`src/rtl/copg_pkg.sv`:
```
package copg_pkg;

	localparam int COORD_W  = 8;
	localparam int RADIUS_W = 6;
	localparam int COLOR_W  = 16;
	localparam int DEC_W    = 12;

	localparam logic signed [DEC_W-1:0] DEC_INIT   = DEC_W'(3);
	localparam logic signed [DEC_W-1:0] DEC_INC_LO = DEC_W'(6);
	localparam logic signed [DEC_W-1:0] DEC_INC_HI = DEC_W'(10);

	typedef struct packed {
		logic load;
		logic step;
	} dp_cmd_t;

	typedef struct packed {
		logic last;
	} dp_status_t;

endpackage

```
`src/rtl/copg_in_if.sv`:
```
interface copg_in_if;
	logic                          valid;
	logic                          ready;
	logic [copg_pkg::COORD_W-1:0]  center_x;
	logic [copg_pkg::COORD_W-1:0]  center_y;
	logic [copg_pkg::RADIUS_W-1:0] radius;
	logic [copg_pkg::COLOR_W-1:0]  color;

	modport source (output valid, center_x, center_y, radius, color, input ready);
	modport sink (input valid, center_x, center_y, radius, color, output ready);
endinterface

```
`src/rtl/copg_out_if.sv`:
```
interface copg_out_if;
	logic                         valid;
	logic                         ready;
	logic [copg_pkg::COORD_W-1:0] x_plus_a;
	logic [copg_pkg::COORD_W-1:0] x_minus_a;
	logic [copg_pkg::COORD_W-1:0] x_plus_b;
	logic [copg_pkg::COORD_W-1:0] x_minus_b;
	logic [copg_pkg::COORD_W-1:0] y_plus_a;
	logic [copg_pkg::COORD_W-1:0] y_minus_a;
	logic [copg_pkg::COORD_W-1:0] y_plus_b;
	logic [copg_pkg::COORD_W-1:0] y_minus_b;
	logic [copg_pkg::COLOR_W-1:0] point_color;
	logic                         last_of_circle;

	modport source (output valid, x_plus_a, x_minus_a, x_plus_b, x_minus_b,
		y_plus_a, y_minus_a, y_plus_b, y_minus_b, point_color, last_of_circle,
		input ready);
	modport sink (input valid, x_plus_a, x_minus_a, x_plus_b, x_minus_b,
		y_plus_a, y_minus_a, y_plus_b, y_minus_b, point_color, last_of_circle,
		output ready);
endinterface

```
`src/rtl/circle_octant_point_generator_unit.sv`:
```
// First word: a circle's first word is offered in the cycle after the request is taken.
// Throughput: one word per cycle while out ready is high, one word per decision-loop
// step plus one for the diagonal when a meets b; a new request is taken only after
// the last word of a circle. The single decision loop register set sets this rate.
// Reset: arst_n returns the controller to idle at once; datapath registers are not reset.
module circle_octant_point_generator_unit (
	input logic           clk,
	input logic           arst_n,
	copg_in_if.sink       in_ch,
	copg_out_if.source    out_ch
);
	import copg_pkg::*;

	dp_cmd_t    cmd;
	dp_status_t status;

	copg_controller u_ctrl (
		.clk       (clk),
		.arst_n    (arst_n),
		.in_valid  (in_ch.valid),
		.in_ready  (in_ch.ready),
		.out_valid (out_ch.valid),
		.out_ready (out_ch.ready),
		.cmd       (cmd),
		.status    (status)
	);

	copg_datapath u_dp (
		.clk         (clk),
		.cmd         (cmd),
		.status      (status),
		.center_x    (in_ch.center_x),
		.center_y    (in_ch.center_y),
		.radius      (in_ch.radius),
		.color       (in_ch.color),
		.x_plus_a    (out_ch.x_plus_a),
		.x_minus_a   (out_ch.x_minus_a),
		.x_plus_b    (out_ch.x_plus_b),
		.x_minus_b   (out_ch.x_minus_b),
		.y_plus_a    (out_ch.y_plus_a),
		.y_minus_a   (out_ch.y_minus_a),
		.y_plus_b    (out_ch.y_plus_b),
		.y_minus_b   (out_ch.y_minus_b),
		.point_color (out_ch.point_color)
	);

	assign out_ch.last_of_circle = status.last;

endmodule

```
`src/rtl/copg_datapath.sv`:
```
module copg_datapath (
	input  logic                          clk,
	input  copg_pkg::dp_cmd_t             cmd,
	output copg_pkg::dp_status_t          status,
	input  logic [copg_pkg::COORD_W-1:0]  center_x,
	input  logic [copg_pkg::COORD_W-1:0]  center_y,
	input  logic [copg_pkg::RADIUS_W-1:0] radius,
	input  logic [copg_pkg::COLOR_W-1:0]  color,
	output logic [copg_pkg::COORD_W-1:0]  x_plus_a,
	output logic [copg_pkg::COORD_W-1:0]  x_minus_a,
	output logic [copg_pkg::COORD_W-1:0]  x_plus_b,
	output logic [copg_pkg::COORD_W-1:0]  x_minus_b,
	output logic [copg_pkg::COORD_W-1:0]  y_plus_a,
	output logic [copg_pkg::COORD_W-1:0]  y_minus_a,
	output logic [copg_pkg::COORD_W-1:0]  y_plus_b,
	output logic [copg_pkg::COORD_W-1:0]  y_minus_b,
	output logic [copg_pkg::COLOR_W-1:0]  point_color
);
	import copg_pkg::*;

	logic [COORD_W-1:0]         cx_q;
	logic [COORD_W-1:0]         cy_q;
	logic [COLOR_W-1:0]         color_q;
	logic [RADIUS_W-1:0]        a_q;
	logic [RADIUS_W-1:0]        b_q;
	logic signed [DEC_W-1:0]    d_q;
	logic [RADIUS_W-1:0]        a_nxt;
	logic [RADIUS_W-1:0]        b_nxt;
	logic signed [DEC_W-1:0]    d_nxt;
	logic signed [DEC_W-1:0]    a_ext;
	logic signed [DEC_W-1:0]    b_ext;
	logic signed [DEC_W-1:0]    d_init;
	logic [COORD_W-1:0]         a_c;
	logic [COORD_W-1:0]         b_c;

	always_comb begin
		a_ext  = $signed(DEC_W'(a_q));
		b_ext  = $signed(DEC_W'(b_q));
		d_init = DEC_INIT - $signed(DEC_W'({radius, 1'b0}));
		a_nxt  = a_q + RADIUS_W'(1);
		if (d_q[DEC_W-1]) begin
			d_nxt = d_q + (a_ext <<< 2) + DEC_INC_LO;
			b_nxt = b_q;
		end else begin
			d_nxt = d_q + ((a_ext - b_ext) <<< 2) + DEC_INC_HI;
			b_nxt = b_q - RADIUS_W'(1);
		end
		status.last = (a_q == b_q) || (a_nxt > b_nxt);
	end

	always_ff @(posedge clk) begin
		if (cmd.load) begin
			cx_q    <= center_x;
			cy_q    <= center_y;
			color_q <= color;
			a_q     <= '0;
			b_q     <= radius;
			d_q     <= d_init;
		end else if (cmd.step) begin
			a_q <= a_nxt;
			b_q <= b_nxt;
			d_q <= d_nxt;
		end
	end

	assign a_c         = COORD_W'(a_q);
	assign b_c         = COORD_W'(b_q);
	assign x_plus_a    = cx_q + a_c;
	assign x_minus_a   = cx_q - a_c;
	assign x_plus_b    = cx_q + b_c;
	assign x_minus_b   = cx_q - b_c;
	assign y_plus_a    = cy_q + a_c;
	assign y_minus_a   = cy_q - a_c;
	assign y_plus_b    = cy_q + b_c;
	assign y_minus_b   = cy_q - b_c;
	assign point_color = color_q;

endmodule

```
`src/rtl/copg_controller.sv`:
```
module copg_controller (
	input  logic                 clk,
	input  logic                 arst_n,
	input  logic                 in_valid,
	output logic                 in_ready,
	output logic                 out_valid,
	input  logic                 out_ready,
	output copg_pkg::dp_cmd_t    cmd,
	input  copg_pkg::dp_status_t status
);
	import copg_pkg::*;

	typedef enum logic [1:0] {
		ST_IDLE = 2'b01,
		ST_RUN  = 2'b10
	} state_t;

	state_t state_q;
	state_t state_nxt;

	always_comb begin
		state_nxt = state_q;
		in_ready  = 1'b0;
		out_valid = 1'b0;
		cmd       = '0;
		case (state_q)
			ST_IDLE: begin
				in_ready = 1'b1;
				if (in_valid) begin
					cmd.load  = 1'b1;
					state_nxt = ST_RUN;
				end
			end
			ST_RUN: begin
				out_valid = 1'b1;
				if (out_ready) begin
					if (status.last) begin
						state_nxt = ST_IDLE;
					end else begin
						cmd.step = 1'b1;
					end
				end
			end
			default: begin
				state_nxt = ST_IDLE;
			end
		endcase
	end

	always_ff @(posedge clk or negedge arst_n) begin
		if (!arst_n) begin
			state_q <= ST_IDLE;
		end else begin
			state_q <= state_nxt;
		end
	end

endmodule

```
`src/flat_wrapper.sv`:
```
// flat-port wrapper written by rule: the top's interface ports become plain ports
module circle_octant_point_generator_unit_flat import copg_pkg::*;
  (clk, arst_n, in_ch_valid, in_ch_center_x, in_ch_center_y, in_ch_radius, in_ch_color, in_ch_ready, out_ch_valid, out_ch_x_plus_a, out_ch_x_minus_a, out_ch_x_plus_b, out_ch_x_minus_b, out_ch_y_plus_a, out_ch_y_minus_a, out_ch_y_plus_b, out_ch_y_minus_b, out_ch_point_color, out_ch_last_of_circle, out_ch_ready);
  copg_in_if in_ch_i ();
  copg_out_if out_ch_i ();
  input logic clk;
  input logic arst_n;
  input wire logic [$bits(in_ch_i.valid)-1:0] in_ch_valid;
  input wire logic [$bits(in_ch_i.center_x)-1:0] in_ch_center_x;
  input wire logic [$bits(in_ch_i.center_y)-1:0] in_ch_center_y;
  input wire logic [$bits(in_ch_i.radius)-1:0] in_ch_radius;
  input wire logic [$bits(in_ch_i.color)-1:0] in_ch_color;
  output wire logic [$bits(in_ch_i.ready)-1:0] in_ch_ready;
  output wire logic [$bits(out_ch_i.valid)-1:0] out_ch_valid;
  output wire logic [$bits(out_ch_i.x_plus_a)-1:0] out_ch_x_plus_a;
  output wire logic [$bits(out_ch_i.x_minus_a)-1:0] out_ch_x_minus_a;
  output wire logic [$bits(out_ch_i.x_plus_b)-1:0] out_ch_x_plus_b;
  output wire logic [$bits(out_ch_i.x_minus_b)-1:0] out_ch_x_minus_b;
  output wire logic [$bits(out_ch_i.y_plus_a)-1:0] out_ch_y_plus_a;
  output wire logic [$bits(out_ch_i.y_minus_a)-1:0] out_ch_y_minus_a;
  output wire logic [$bits(out_ch_i.y_plus_b)-1:0] out_ch_y_plus_b;
  output wire logic [$bits(out_ch_i.y_minus_b)-1:0] out_ch_y_minus_b;
  output wire logic [$bits(out_ch_i.point_color)-1:0] out_ch_point_color;
  output wire logic [$bits(out_ch_i.last_of_circle)-1:0] out_ch_last_of_circle;
  input wire logic [$bits(out_ch_i.ready)-1:0] out_ch_ready;
  assign in_ch_i.valid = in_ch_valid;
  assign in_ch_i.center_x = in_ch_center_x;
  assign in_ch_i.center_y = in_ch_center_y;
  assign in_ch_i.radius = in_ch_radius;
  assign in_ch_i.color = in_ch_color;
  assign in_ch_ready = in_ch_i.ready;
  assign out_ch_valid = out_ch_i.valid;
  assign out_ch_x_plus_a = out_ch_i.x_plus_a;
  assign out_ch_x_minus_a = out_ch_i.x_minus_a;
  assign out_ch_x_plus_b = out_ch_i.x_plus_b;
  assign out_ch_x_minus_b = out_ch_i.x_minus_b;
  assign out_ch_y_plus_a = out_ch_i.y_plus_a;
  assign out_ch_y_minus_a = out_ch_i.y_minus_a;
  assign out_ch_y_plus_b = out_ch_i.y_plus_b;
  assign out_ch_y_minus_b = out_ch_i.y_minus_b;
  assign out_ch_point_color = out_ch_i.point_color;
  assign out_ch_last_of_circle = out_ch_i.last_of_circle;
  assign out_ch_i.ready = out_ch_ready;
  circle_octant_point_generator_unit u_core (.clk(clk), .arst_n(arst_n), .in_ch(in_ch_i), .out_ch(out_ch_i));
endmodule
```
`config.mk`:
```
export PLATFORM = sky130hd
export DESIGN_NAME = circle_octant_point_generator_unit_flat
export DESIGN_NICKNAME = d
export VERILOG_FILES = /design/src/rtl/copg_pkg.sv /design/src/rtl/copg_in_if.sv /design/src/rtl/copg_out_if.sv /design/src/rtl/circle_octant_point_generator_unit.sv /design/src/rtl/copg_datapath.sv /design/src/rtl/copg_controller.sv /design/src/flat_wrapper.sv
export SDC_FILE = /design/constraint.sdc
export NUM_CORES = 1
export LEC_CHECK = 0
export ABC_AREA = 0
export BUFFER_PORTS_ARGS = -buffer_cell sky130_fd_sc_hd__buf_2
export CAP_MARGIN = 25
export CORE_ASPECT_RATIO = 0.6
export CORE_MARGIN = 2
export CORE_UTILIZATION = 56
export DETAILED_ROUTE_END_ITERATION = 6
export PLACE_DENSITY = 0.82
export REMOVE_ABC_BUFFERS = 1
export SLEW_MARGIN = 0
export SYNTH_ARGS = -nofsm -noshare
export SYNTH_HDL_FRONTEND = slang
export SYNTH_SLANG_ARGS = --single-unit
```
`constraint.sdc`:
```
create_clock -name clk -period 4.1 [get_ports clk]
set_input_delay 0.82 -clock clk [delete_from_list [all_inputs] [get_ports clk]]
set_output_delay 0.82 -clock clk [all_outputs]
set_load 0.05 [all_outputs]
```
Yosys cells after proc, flatten, opt, wreduce, memory -nomap -nowiden
Cells that the tools add are included. W data, S select, Z words.

Register bits: 58. Bits of input ports: 42. Output and inout bits: 83. Word-level logic and storage cells: 50.

$add $sub $neg: 16. Magnitude comparators: 1. Eq/ne operators: 6. Mux-type cells: 17. Reductions and logical operators: 3.

Operators with widths (number): $mux W12 (3); $add A8 B6 Y8 (4); $sub A8 B6 Y8 (4); $add A12 B9 Y12 (2); $mux W6 (3); $add A12 B4 Y12 const B (1); $add A12 B5 Y12 const B (1); $sub A2 B7 Y8 const A (1); $mux W1 (7); $sub A6 B6 Y7 (1); $add A6 B1 Y6 const B (1); $eq A6 B6 Y1 (1); $gt A6 B6 Y1 (1); $mux W2 (3); $ne A2 B2 Y1 const B (3); $sub A6 B1 Y6 const B (1); $pmux W2 S2 (1); $reduce_and A3 Y1 (1); $eq A2 B1 Y1 const B (1); $eq A2 B2 Y1 const B (1); $reduce_bool A2 Y1 (1); $logic_or A1 B1 Y1 (1).

Depth between registers and ports, before layout
Gate-level depths: netlist of run 1.

Depth in word-level cells: 9. Gate-level depth with buffers: 16. Depth with buffers taken out: 16.

By module
A second synthesis of run 1 with hierarchy kept.

Cells, all modules: 598. Area total of the unflattened synthesis: 5699.2 um2.

By module, submodules not included: copg_datapath (instances 1, cells an instance 589, area an instance 5587.9 um2, seq. area each 1591.5 um2); copg_controller (instances 1, cells an instance 9, area an instance 111.4 um2, seq. area each 51.3 um2).

Least setup slack after synthesis of run 1
No wires, ideal clock.

Path kind: reg-to-reg. From: register u_core.u_dp.b_q[1]. To: register u_core.u_dp.d_q[10], data pin. Setup time: 0.259 ns. Arrival time: 3.165 ns. Data required time: 3.841 ns. Path slack: 0.677 ns. Cell stages (with the launch flop): 16. Path buffers: 0. Clock period less this slack: 3.423 ns. Path through: edfxtp_1 > inv_1 > ha_1 > a21o_1 > a21oi_1 > o21bai_1 > a21oi_1 > xnor2_1 > ha_1 > ha_1 > a21o_1 > a21o_1 > a221oi_2 > xnor2_1 > o21ai_1 > o21bai_1.

Longest elaborated chain between the ends: 6.

RTL lines: start, declared (line copg_datapath.sv:25) `logic [RADIUS_W-1:0] b_q;`; start signal, assigned (line copg_datapath.sv:57) `b_q <= radius;`; start signal, assigned (line copg_datapath.sv:61) `b_q <= b_nxt;`; $sub A6 B6 Y7 (line copg_datapath.sv:45) `d_nxt = d_q + ((a_ext - b_ext) <<< 2) + DEC_INC_HI;`; $add A12 B9 Y12 (line copg_datapath.sv:45); $add A12 B5 Y12 (line copg_datapath.sv:45); $mux W12 (line copg_datapath.sv:41) `if (d_q[DEC_W-1]) begin`; $mux W12 (line copg_datapath.sv:59) `end else if (cmd.step) begin`; $mux W12 (line copg_datapath.sv:52) `if (cmd.load) begin`; end signal, assigned (line copg_datapath.sv:58) `d_q <= d_init;`; end signal, assigned (line copg_datapath.sv:62) `d_q <= d_nxt;`; end, declared (line copg_datapath.sv:26) `logic signed [DEC_W-1:0] d_q;`.

No other way between the ends. The select of a mux whose other input is x is not followed. A chain may end at the register's enable or synchronous reset.

Worst setup path in the final report of run 1
From: register u_core.u_dp.b_q[1]. To: output port out_ch_last_of_circle.

Longest elaborated chain between the ends: 4. Elaborated cells on any way between the ends: 5. Those cells by class: add/sub: 1; order compare: 1; eq/ne: 1; mux: 1; reduce/logical: 1.

RTL lines: $sub A6 B1 Y6 (line copg_datapath.sv:46) `b_nxt = b_q - RADIUS_W'(1);`; $mux W6 (line copg_datapath.sv:41); $gt A6 B6 Y1 (line copg_datapath.sv:48) `status.last = (a_q == b_q) || (a_nxt > b_nxt);`; $logic_or A1 B1 Y1 (*) (line copg_datapath.sv:48); end, declared (line flat_wrapper.sv:24) `output wire logic [$bits(out_ch_i.last_of_circle)-1:0] out_ch_last_of_circle;`.

Mark *: on every way between the ends. The rest lies on a longest branch, timed or not.

==> flow_summary_export.csv, run 1 <==
group,metric,value,unit
grt,grt_pass1_wl,24220,um
critical_path,startpoint_type,"flip-flop",
placement,place_congestion,0.9674,
synth,yosysTopAreaCell,"edfxtp_1",
drt,drt_iter0_drc,525,
synth,synth_area,5737,um2
die,die_w,134.7,um
die,rows,28,
synth,synth_edf_count,49,
sta,drv_slew,0,
clock_network,clk_pin_slew,60,ps
synth,synthCells,611,
clock_network,root_buffer,"clkbuf_16",
final_layout,area_growth,18.69,%
sta,fmax,258.6,MHz
sta,timing.final.crit_share,94.31,%
critical_path,cp_cell_sequence,"clkinvlp_4 > ha_1 > nor2b_1 > and3_1 > xnor2_1 > ha_1 > a21o_1 > a21o_1 > o21ai_4 > nand2_1 > buf_2",
clock_network,clock-sinks,57,
sta,final-hold-violation-count,0,
placement,dp_hpwl,12210,um
grt,grt_usage,28.75,%
job,maxCapViolations,0,
synth,async_flop_share,3.509,%
final_layout,drive_gt1_share,22.66,%
critical_path,crit_required,3280,ps
drt,ant_nets,0,
final_layout,fin_cells,872,
critical_path,path_delay_family,"compound AO/OA/AOI/OAI gates",
drt,dr.pass1.iters,5,
grt,grt-busiest-layer,"met2",
critical_path,criticalPathCategory,"flip-flop to primary output",
drt,drc_errors,0,
grt,gr-usage-met3,8.974,%
die,core_area,9915,um2
clock_network,ctsHoldBuffers,0,
critical_path,cp.arrival,3050,ps
sta,period_minus_slack,3867,ps
clock_network,clock_latency,340,ps
drt,drt_wl_total,15600,um
die,dieArea,11100,um2
synth,synth_ff_type,"edfxtp_1",
critical_path,cp_max_fo,8,
synth,synth.ff_latch_count,57,
sta,fin_setup_tns,0,ps
clock_network,cts_tree,"yes",
synth,synth.distinct_cells,53,
critical_path,max_stage_delay,460,ps
drt,viasPerCell,5.724,
sta,rsz0062_at_grt,"no",
placement,numPortBuffers,124,
synth,seq_area_frac_synth,28.64,%
die,die_h,82.40,um
die,ios,125,
grt,grt_overflow_total,0,
grt,grt_pass1_vias,4664,
placement,dp_cells,850,
sta,worst-slew-pin-transition,583.5,ps
clock_network,numCtsBuffers,9,
drt,wl_per_cell,17.89,um
clock_network,clk_path_buf_depth,2,
outcome,outcome,"complete, no violations",
grt,antenna_found_initial,0,
final_layout,fillCellCount,768,
critical_path,slowest_stage,"edfxtp_1",
final_layout,diodes,0,
grt,use_met1,40.60,%
clock_network,cts_max_level,3,
synth,netlist_top_cells_area,"edfxtp_1, ha_1, xnor2_1",
sta,setup-violations-final,0,
critical_path,worstSetupEndpointType,"primary output",
grt,use_met2,42.28,%
die,initial_core_util,57.86,%
sta,hold_slack,258.5,ps
sta,relSlewSlack,61.10,%
drt,routed-via-count,4991,
synth,synth-warning-count,0,
final_layout,nets,879,
synth,synth_top_area_share,25.65,%
final_layout,final_common_cell,"buf_2",
grt,grt_max_degree,27,
synth,syn_area_per_cell,9.389,um2
critical_path,crit_buf_inv,2,
worst_hold_path,min_path_type,"input pin to async pin",
final_layout,final_cell_mix,"buf_2, ha_1, inv_1",
sta,skew,7.455,ps
==> registers in the layout, summed over array words and instances (netlist names) <==
name,flops
u_core.u_dp.cy_q,8
u_core.u_dp.point_color,16
u_core.u_ctrl.state_q,2
u_core.u_dp.d_q,11
u_core.u_dp.cx_q,8
u_core.u_dp.a_q,6
u_core.u_dp.b_q,6
==> routing by layer <==
layer | wire [um] | vias to the layer above
met1 | 7202 | 2342
met4 | 249 | 0
met2 | 6401 | 267
met3 | 1749 | 23
met5 | 0 | -
li1 | - | 2359
==> layout make-up <==
class / count / area [um2] / area share, %
timing repair buffer: 135 / 703.2 / 10.33
clock inverter: 6 / 73.82 / 1.084
sequential: 57 / 1644 / 24.15
multi-input combinational: 454 / 3695 / 54.26
inverter: 75 / 285.3 / 4.190
clock buffer: 10 / 239.0 / 3.510
tap: 135 / 168.9 / 2.481
==> through the flow <==
stage | area (um2) | setup WS, ps | utilization [%]
floorplan | 5619 | 637.9 | -
global placement | 6446 | 494.4 | 65.02
finish | 6809 | 233.2 | 68.68
global route | 6809 | 50.14 | 68.68
CTS | 6759 | 85.81 | 68.17
detailed placement | 6446 | 370.1 | 65.02
==> cells in the mapped netlist (3+ instances only) <==
master	count
o2111ai_1	3
nor3_1	11
xnor2_1	41
o21bai_1	16
a211oi_1	3
xor2_1	30
nand2_1	34
nand2b_1	12
o21ai_0	19
a211o_1	8
clkbuf_2	4
clkbuf_1	13
edfxtp_1	49
buf_4	4
fa_1	11
mux2i_1	6
buf_2	3
o21a_1	7
a31oi_1	6
nand4_1	5
and3_1	6
nor2b_1	9
nor2_1	24
a21o_1	19
nor3b_1	3
a21oi_1	48
ha_1	94
inv_1	75
dfxtp_1	6
o21ai_1	5
nand3_1	10
==> kinds of logic (layout without fill, tap and decap cells) <==
kind of cell	Yosys count	count (layout)	synth area share [%]
and+or+nand+nor	121	121	10.69
xor gates and xnor gates	71	71	10.84
AOI/OAI and AO/OA	149	149	17.10
adders and majority gates	105	105	24.34
buffers and inverters	100	226	6.957
DFF	57	57	28.64
muxes	8	8	1.439
==> what timing repair did <==
action | CTS | global route
setup endpoints to repair | 0 | 1
resized for setup | 0 | 2
setup buffers | 0 | 6
==> final timing paths <==
check	cells after the start	from	slack [ps]	end
setup / recovery	11	u_core.u_dp.b_q[1]	230	out_ch_last_of_circle
hold / removal	1	arst_n	260	u_core.u_ctrl.state_q[1]
setup reg to reg	16	u_core.u_dp.b_q[1]	350	u_core.u_dp.d_q[10]
hold reg to reg	1	u_core.u_dp.a_q[0]	630	u_core.u_dp.a_q[0]
max in group asynchronous	1	arst_n	3650	u_core.u_ctrl.state_q[0]
min in group clk	1	u_core.u_dp.a_q[0]	630	u_core.u_dp.a_q[0]
Power of run 1 is not shown: default switching activity piles up to over one toggle a cycle in this logic, so the estimate is an artifact.
==> run 2: changes to the inputs <==
- clock period: 4.1 -> 4.3 ns (I/O delays scaled with it)
==> run 2 against run 1 <==
Non-clock buffer count decreased by 7. First-iteration DRC count decreased by 27%. Sequential share of layout area increased by 0.31 points. Critical path depth unchanged. Sequential cell count unchanged. Clock skew increased by 2.4 ps. Die area unchanged. Global-route usage increased by 0.64 points.
==> flow_summary_export.csv, run 2 (synthesis gave the netlist of run 1 again) <==
group,metric,value,unit
outcome,outcome,"complete, no violations",
worst_hold_path,min_path_type,"input pin to async pin",
final_layout,largest_reg_flops,16,
critical_path,crit_required,3440,ps
sta,fin_setup_tns,0,ps
critical_path,criticalPathCategory,"flip-flop to primary output",
drt,routed-via-count,4988,
grt,grt-busiest-layer,"met2",
drt,drc_errors,0,
clock_network,clock_latency,340,ps
die,die_w,134.7,um
placement,place_congestion,0.9682,
sta,period_minus_slack,4049,ps
grt,grt_pass1_wl,24920,um
die,core_area,9915,um2
critical_path,startpoint_type,"flip-flop",
clock_network,numCtsBuffers,9,
sta,rsz0062_at_grt,"no",
critical_path,cp_max_fo,8,
drt,drt_wl_total,15610,um
grt,grt_pass1_vias,4817,
job,maxCapViolations,0,
clock_network,clk_path_buf_depth,2,
grt,grt_overflow_total,0,
drt,dr.pass1.iters,5,
drt,ant_nets,0,
clock_network,ctsHoldBuffers,0,
die,dieArea,11100,um2
grt,antenna_found_initial,0,
sta,skew,9.821,ps
sta,final-hold-violation-count,0,
clock_network,clk_pin_slew,60,ps
final_layout,area_growth,17.21,%
die,rows,28,
clock_network,post-cts-setup-buffers,0,
sta,timing.final.crit_share,94.16,%
sta,drv_slew,0,
grt,gr-usage-met3,7.692,%
sta,worst-slew-pin-transition,761.4,ps
placement,numPortBuffers,124,
sta,setup-violations-final,0,
die,die_h,82.40,um
grt,grt_usage,29.39,%
critical_path,worstSetupEndpointType,"primary output",
sta,fmax,247.0,MHz
critical_path,cp.arrival,3190,ps
drt,wl_per_cell,18.05,um
grt,grt_max_degree,31,
final_layout,final_common_cell,"buf_2",
final_layout,drive_gt1_share,21.78,%
final_layout,nets,872,
clock_network,cts_max_level,3,
clock_network,cts_tree,"yes",
grt,use_met1,40.94,%
final_layout,fillCellCount,769,
final_layout,final_cell_mix,"buf_2, ha_1, inv_1",
clock_network,root_buffer,"clkbuf_16",
sta,relSlewSlack,48.93,%
grt,use_met2,46.14,%
clock_network,clock-sinks,57,
critical_path,reg2reg_setup_slack,480,ps
drt,drt_iter0_drc,384,
placement,dp_hpwl,12310,um
die,ios,125,
final_layout,diodes,0,
drt,viasPerCell,5.766,
clock_network,postCtsResizedCells,0,
die,initial_core_util,57.86,%
final_layout,fin_util,67.82,%
==> run 2: cell types whose count changed in the layout (fill, tap and decap cells not counted), sizes merged <==
| cell | previous run | this run |
|---|---|---|
| clkbuf | 10 | 9 |
| clkinvlp | 1 | 2 |
| bufinv | 1 | 0 |
| inv | 76 | 78 |
| clkinv | 3 | 2 |
| buf | 135 | 128 |
==> run 2: through the flow <==
stage,std cells,area (um2),setup WS [ps],hold slack (ps)
final,865,6724,251.2,300.8
after global routing,865,6724,51.81,300.7
after CTS,865,6723,203.4,296.9
after detailed placement,849,6439,522.3,591.3
after global placement,849,6439,692.4,562.3
after floorplan,586,5619,837.9,516.7
==> run 2: worst paths after layout <==
check | start | end | cells after the start
setup / recovery | u_core.u_dp.b_q[1] | out_ch_last_of_circle | 11
hold / removal | arst_n | u_core.u_ctrl.state_q[1] | 1
setup reg to reg | u_core.u_dp.b_q[1] | u_core.u_dp.d_q[10] | 15
hold reg to reg | u_core.u_dp.a_q[0] | u_core.u_dp.a_q[0] | 1
max in group asynchronous | arst_n | u_core.u_ctrl.state_q[0] | 1
min in group clk | u_core.u_dp.a_q[0] | u_core.u_dp.a_q[0] | 1
==> run 2: area by class of cell <==
cell class              instances  area, um2  area share (%)
clock buffers                   9      225.2           3.349
inverters                      75      281.5           4.187
clock inverters                 7      58.81          0.8746
multi-input cells             454       3695           54.95
flip-flops and latches         57       1644           24.45
well taps                     135      168.9           2.512
repair buffers                128      650.6           9.676
==> run 2: worst max-delay path, cell delays in order, from the launching register on <==
cell and delay, ps:
edfxtp_1 510, inv_1 320, ha_1 200, nor2b_1 200
and3_1 210, xnor2_1 140, ha_1 280, a21o_1 170
a21o_1 200, o21ai_4 250, nand2_1 140, buf_2 230
==> run 2: layer usage <==
metal  vias to the layer above  wire [um]
met5                         -          0
met4                         0        176
met3                        18       1518
met2                       254       6686
met1                      2372       7229
li1                       2344          -
Power of run 2 is left out for the same reason.
==> run 3: changes to the inputs <==
- ABC_AREA: 0 -> 1
- CORE_UTILIZATION: 56 -> 57
- PLACE_DENSITY: 0.82 -> 0.83
==> run 3 against run 2 <==
Non-clock buffer count did not move. Clock-buffer cell count is 2 higher. Via count is 11% higher. Utilization rose by 1.8 points. Cell area rose by 3.4%. Clock skew is 0.97 ps higher. Critical path depth up 2. Critical endpoint unchanged. Largest cell class unchanged.
==> flow_summary_export.csv, run 3 <==
group,metric,value,unit
final_layout,final_cell_mix,"nand2_1, buf_2, inv_1",
sta,timing.final.crit_share,90.40,%
synth,syn_area_per_cell,8.091,um2
synth,yosysMostFrequentCell,"nand2_1",
sta,worst-slew-pin-transition,743.9,ps
clock_network,clk_pin_slew,50,ps
clock_network,root_buffer,"clkbuf_16",
synth,synth_ff_type,"edfxtp_1",
clock_network,clock-sinks,57,
critical_path,max_stage_delay,550,ps
drt,drc_errors,0,
clock_network,cts_max_level,3,
die,dieArea,11230,um2
synth,async_flop_share,3.509,%
clock_network,clock_latency,340,ps
placement,place_congestion,0.9191,
drt,wl_per_cell,16.54,um
outcome,outcome,"complete, no violations",
critical_path,path_delay_family,"buffers and inverters",
clock_network,numCtsBuffers,9,
synth,synthCells,731,
synth,synth.distinct_cells,35,
placement,place_area,6608,um2
synth,synth.ff_latch_count,57,
grt,grt_overflow_total,0,
synth,synth_area,5914,um2
critical_path,worstSetupEndpointType,"primary output",
drt,drt_iter0_drc,560,
sta,skew,10.79,ps
critical_path,cpMostUsedCell,"nand2_1",
critical_path,cp_cell_sequence,"inv_1 > ha_1 > nand4_1 > xor2_1 > inv_1 > ha_1 > nand2_1 > nor2_1 > o21ai_0 > nand3_1 > nand2_1 > nand2_1 > buf_2",
final_layout,largest_reg_flops,16,
clock_network,post-cts-setup-buffers,0,
critical_path,cp_max_fo,8,
placement,numPortBuffers,124,
grt,grt_usage,29.84,%
critical_path,crit_required,3440,ps
clock_network,postCtsResizedCells,0,
die,die_w,135.5,um
final_layout,diodes,0,
die,core_area,9985,um2
die,rows,28,
sta,final-hold-violation-count,0,
sta,rsz0062_at_grt,"no",
sta,fin_setup_tns,0,ps
drt,routed-via-count,5550,
grt,grt_pass1_wl,26270,um
synth,synth_top_area_share,24.88,%
worst_hold_path,min_path_type,"input pin to async pin",
clock_network,cts_tree,"yes",
critical_path,startpoint_type,"flip-flop",
synth,ys_top_cells_by_count,"nand2_1, inv_1, ha_1",
final_layout,final_common_cell,"nand2_1",
sta,fmax,257.2,MHz
critical_path,cp.arrival,3030,ps
critical_path,crit_buf_inv,3,
critical_path,slowest_stage,"edfxtp_1",
grt,grt_pass1_vias,5309,
final_layout,nets,997,
die,die_h,82.91,um
synth,seq_area_frac_synth,27.78,%
job,maxCapViolations,0,
synth,synth-warning-count,0,
drt,dr.pass1.iters,5,
synth,synth_edf_count,49,
final_layout,area_growth,17.58,%
drt,viasPerCell,5.606,
clock_network,ctsHoldBuffers,0,
synth,netlist_top_cells_area,"edfxtp_1, ha_1, nand2_1",
placement,dp_hpwl,13290,um
drt,drt_wl_total,16370,um
grt,grt_max_degree,24,
sta,relSlewSlack,49.88,%
final_layout,drive_gt1_share,19.65,%
grt,antenna_found_initial,0,
final_layout,final_cell_area,6954,um2
sta,period_minus_slack,3887,ps
die,initial_core_util,59.24,%
die,ios,125,
sta,setup-violations-final,0,
critical_path,criticalPathCategory,"flip-flop to primary output",
synth,yosysTopAreaCell,"edfxtp_1",
clock_network,clk_path_buf_depth,2,
sta,drv_slew,0,
drt,ant_nets,0,
run 3: changes by cell type after synthesis, sizes merged, moves of 12 or more:
cell,delta
nand3,+22
nand2,+113
inv,+34
xor2,+24
nor2,+44
xnor2,-34
a21o,-19
nand2b,-12
clkbuf,-12
run 3: routing by layer:
metal | global-route usage [%] | share of wire (%)
met1 | 43.19 | 44
met5 | 0 | 0
met2 | 42.73 | 40
met4 | 8.712 | 1.7
met3 | 9.219 | 14
run 3: through the flow:
| stage | hold slack, ps | utilization [%] | std cells | setup slack [ps] |
|---|---|---|---|---|
| final | 300.8 | 69.65 | 990 | 412.7 |
| after floorplan | 564.4 | - | 711 | 865.1 |
| after CTS | 291.5 | 69.65 | 990 | 433.3 |
| after global routing | 292.4 | 69.65 | 990 | 191.3 |
| after detailed placement | 563.4 | 66.18 | 974 | 746.6 |
| after global placement | 539.9 | 66.18 | 974 | 932.3 |
run 3: cells by family (layout without fill, tap and decap cells):
logic type | count (synthesis) | count (layout) | share of synthesized area [%]
AO/OA/AOI/OAI | 112 | 112 | 12.04
XOR/XNOR | 61 | 61 | 9.033
buffers and inverters | 129 | 253 | 9.054
flip-flops | 57 | 57 | 27.78
AND/OR/NAND/NOR | 267 | 267 | 18.49
adder cells (fa/ha/maj) | 105 | 105 | 23.61
run 3: worst paths after layout:
path                                           from                        to  slack, ps  cells after the start
max                              u_core.u_dp.b_q[1]     out_ch_last_of_circle        410                     13
min                                          arst_n  u_core.u_ctrl.state_q[1]        300                      1
max reg2reg                     u_core.u_dp.d_q[11]        u_core.u_dp.b_q[3]        670                     13
min reg2reg                u_core.u_ctrl.state_q[1]  u_core.u_ctrl.state_q[0]        580                      3
max in group asynchronous                    arst_n  u_core.u_ctrl.state_q[0]       3810                      1
min in group clk           u_core.u_ctrl.state_q[1]  u_core.u_ctrl.state_q[0]        580                      3
run 3: layout make-up:
cell class,count,area (um2)
Multi-Input combinational cell,545,3736
Fill cell,769,3030
Sequential cell,57,1643
Timing Repair Buffer,128,650.6
Inverter,109,409.1
Clock buffer,11,242.7
Tap cell,135,168.9
Clock inverter,5,103.9
Power of run 3 is left out for the same reason.
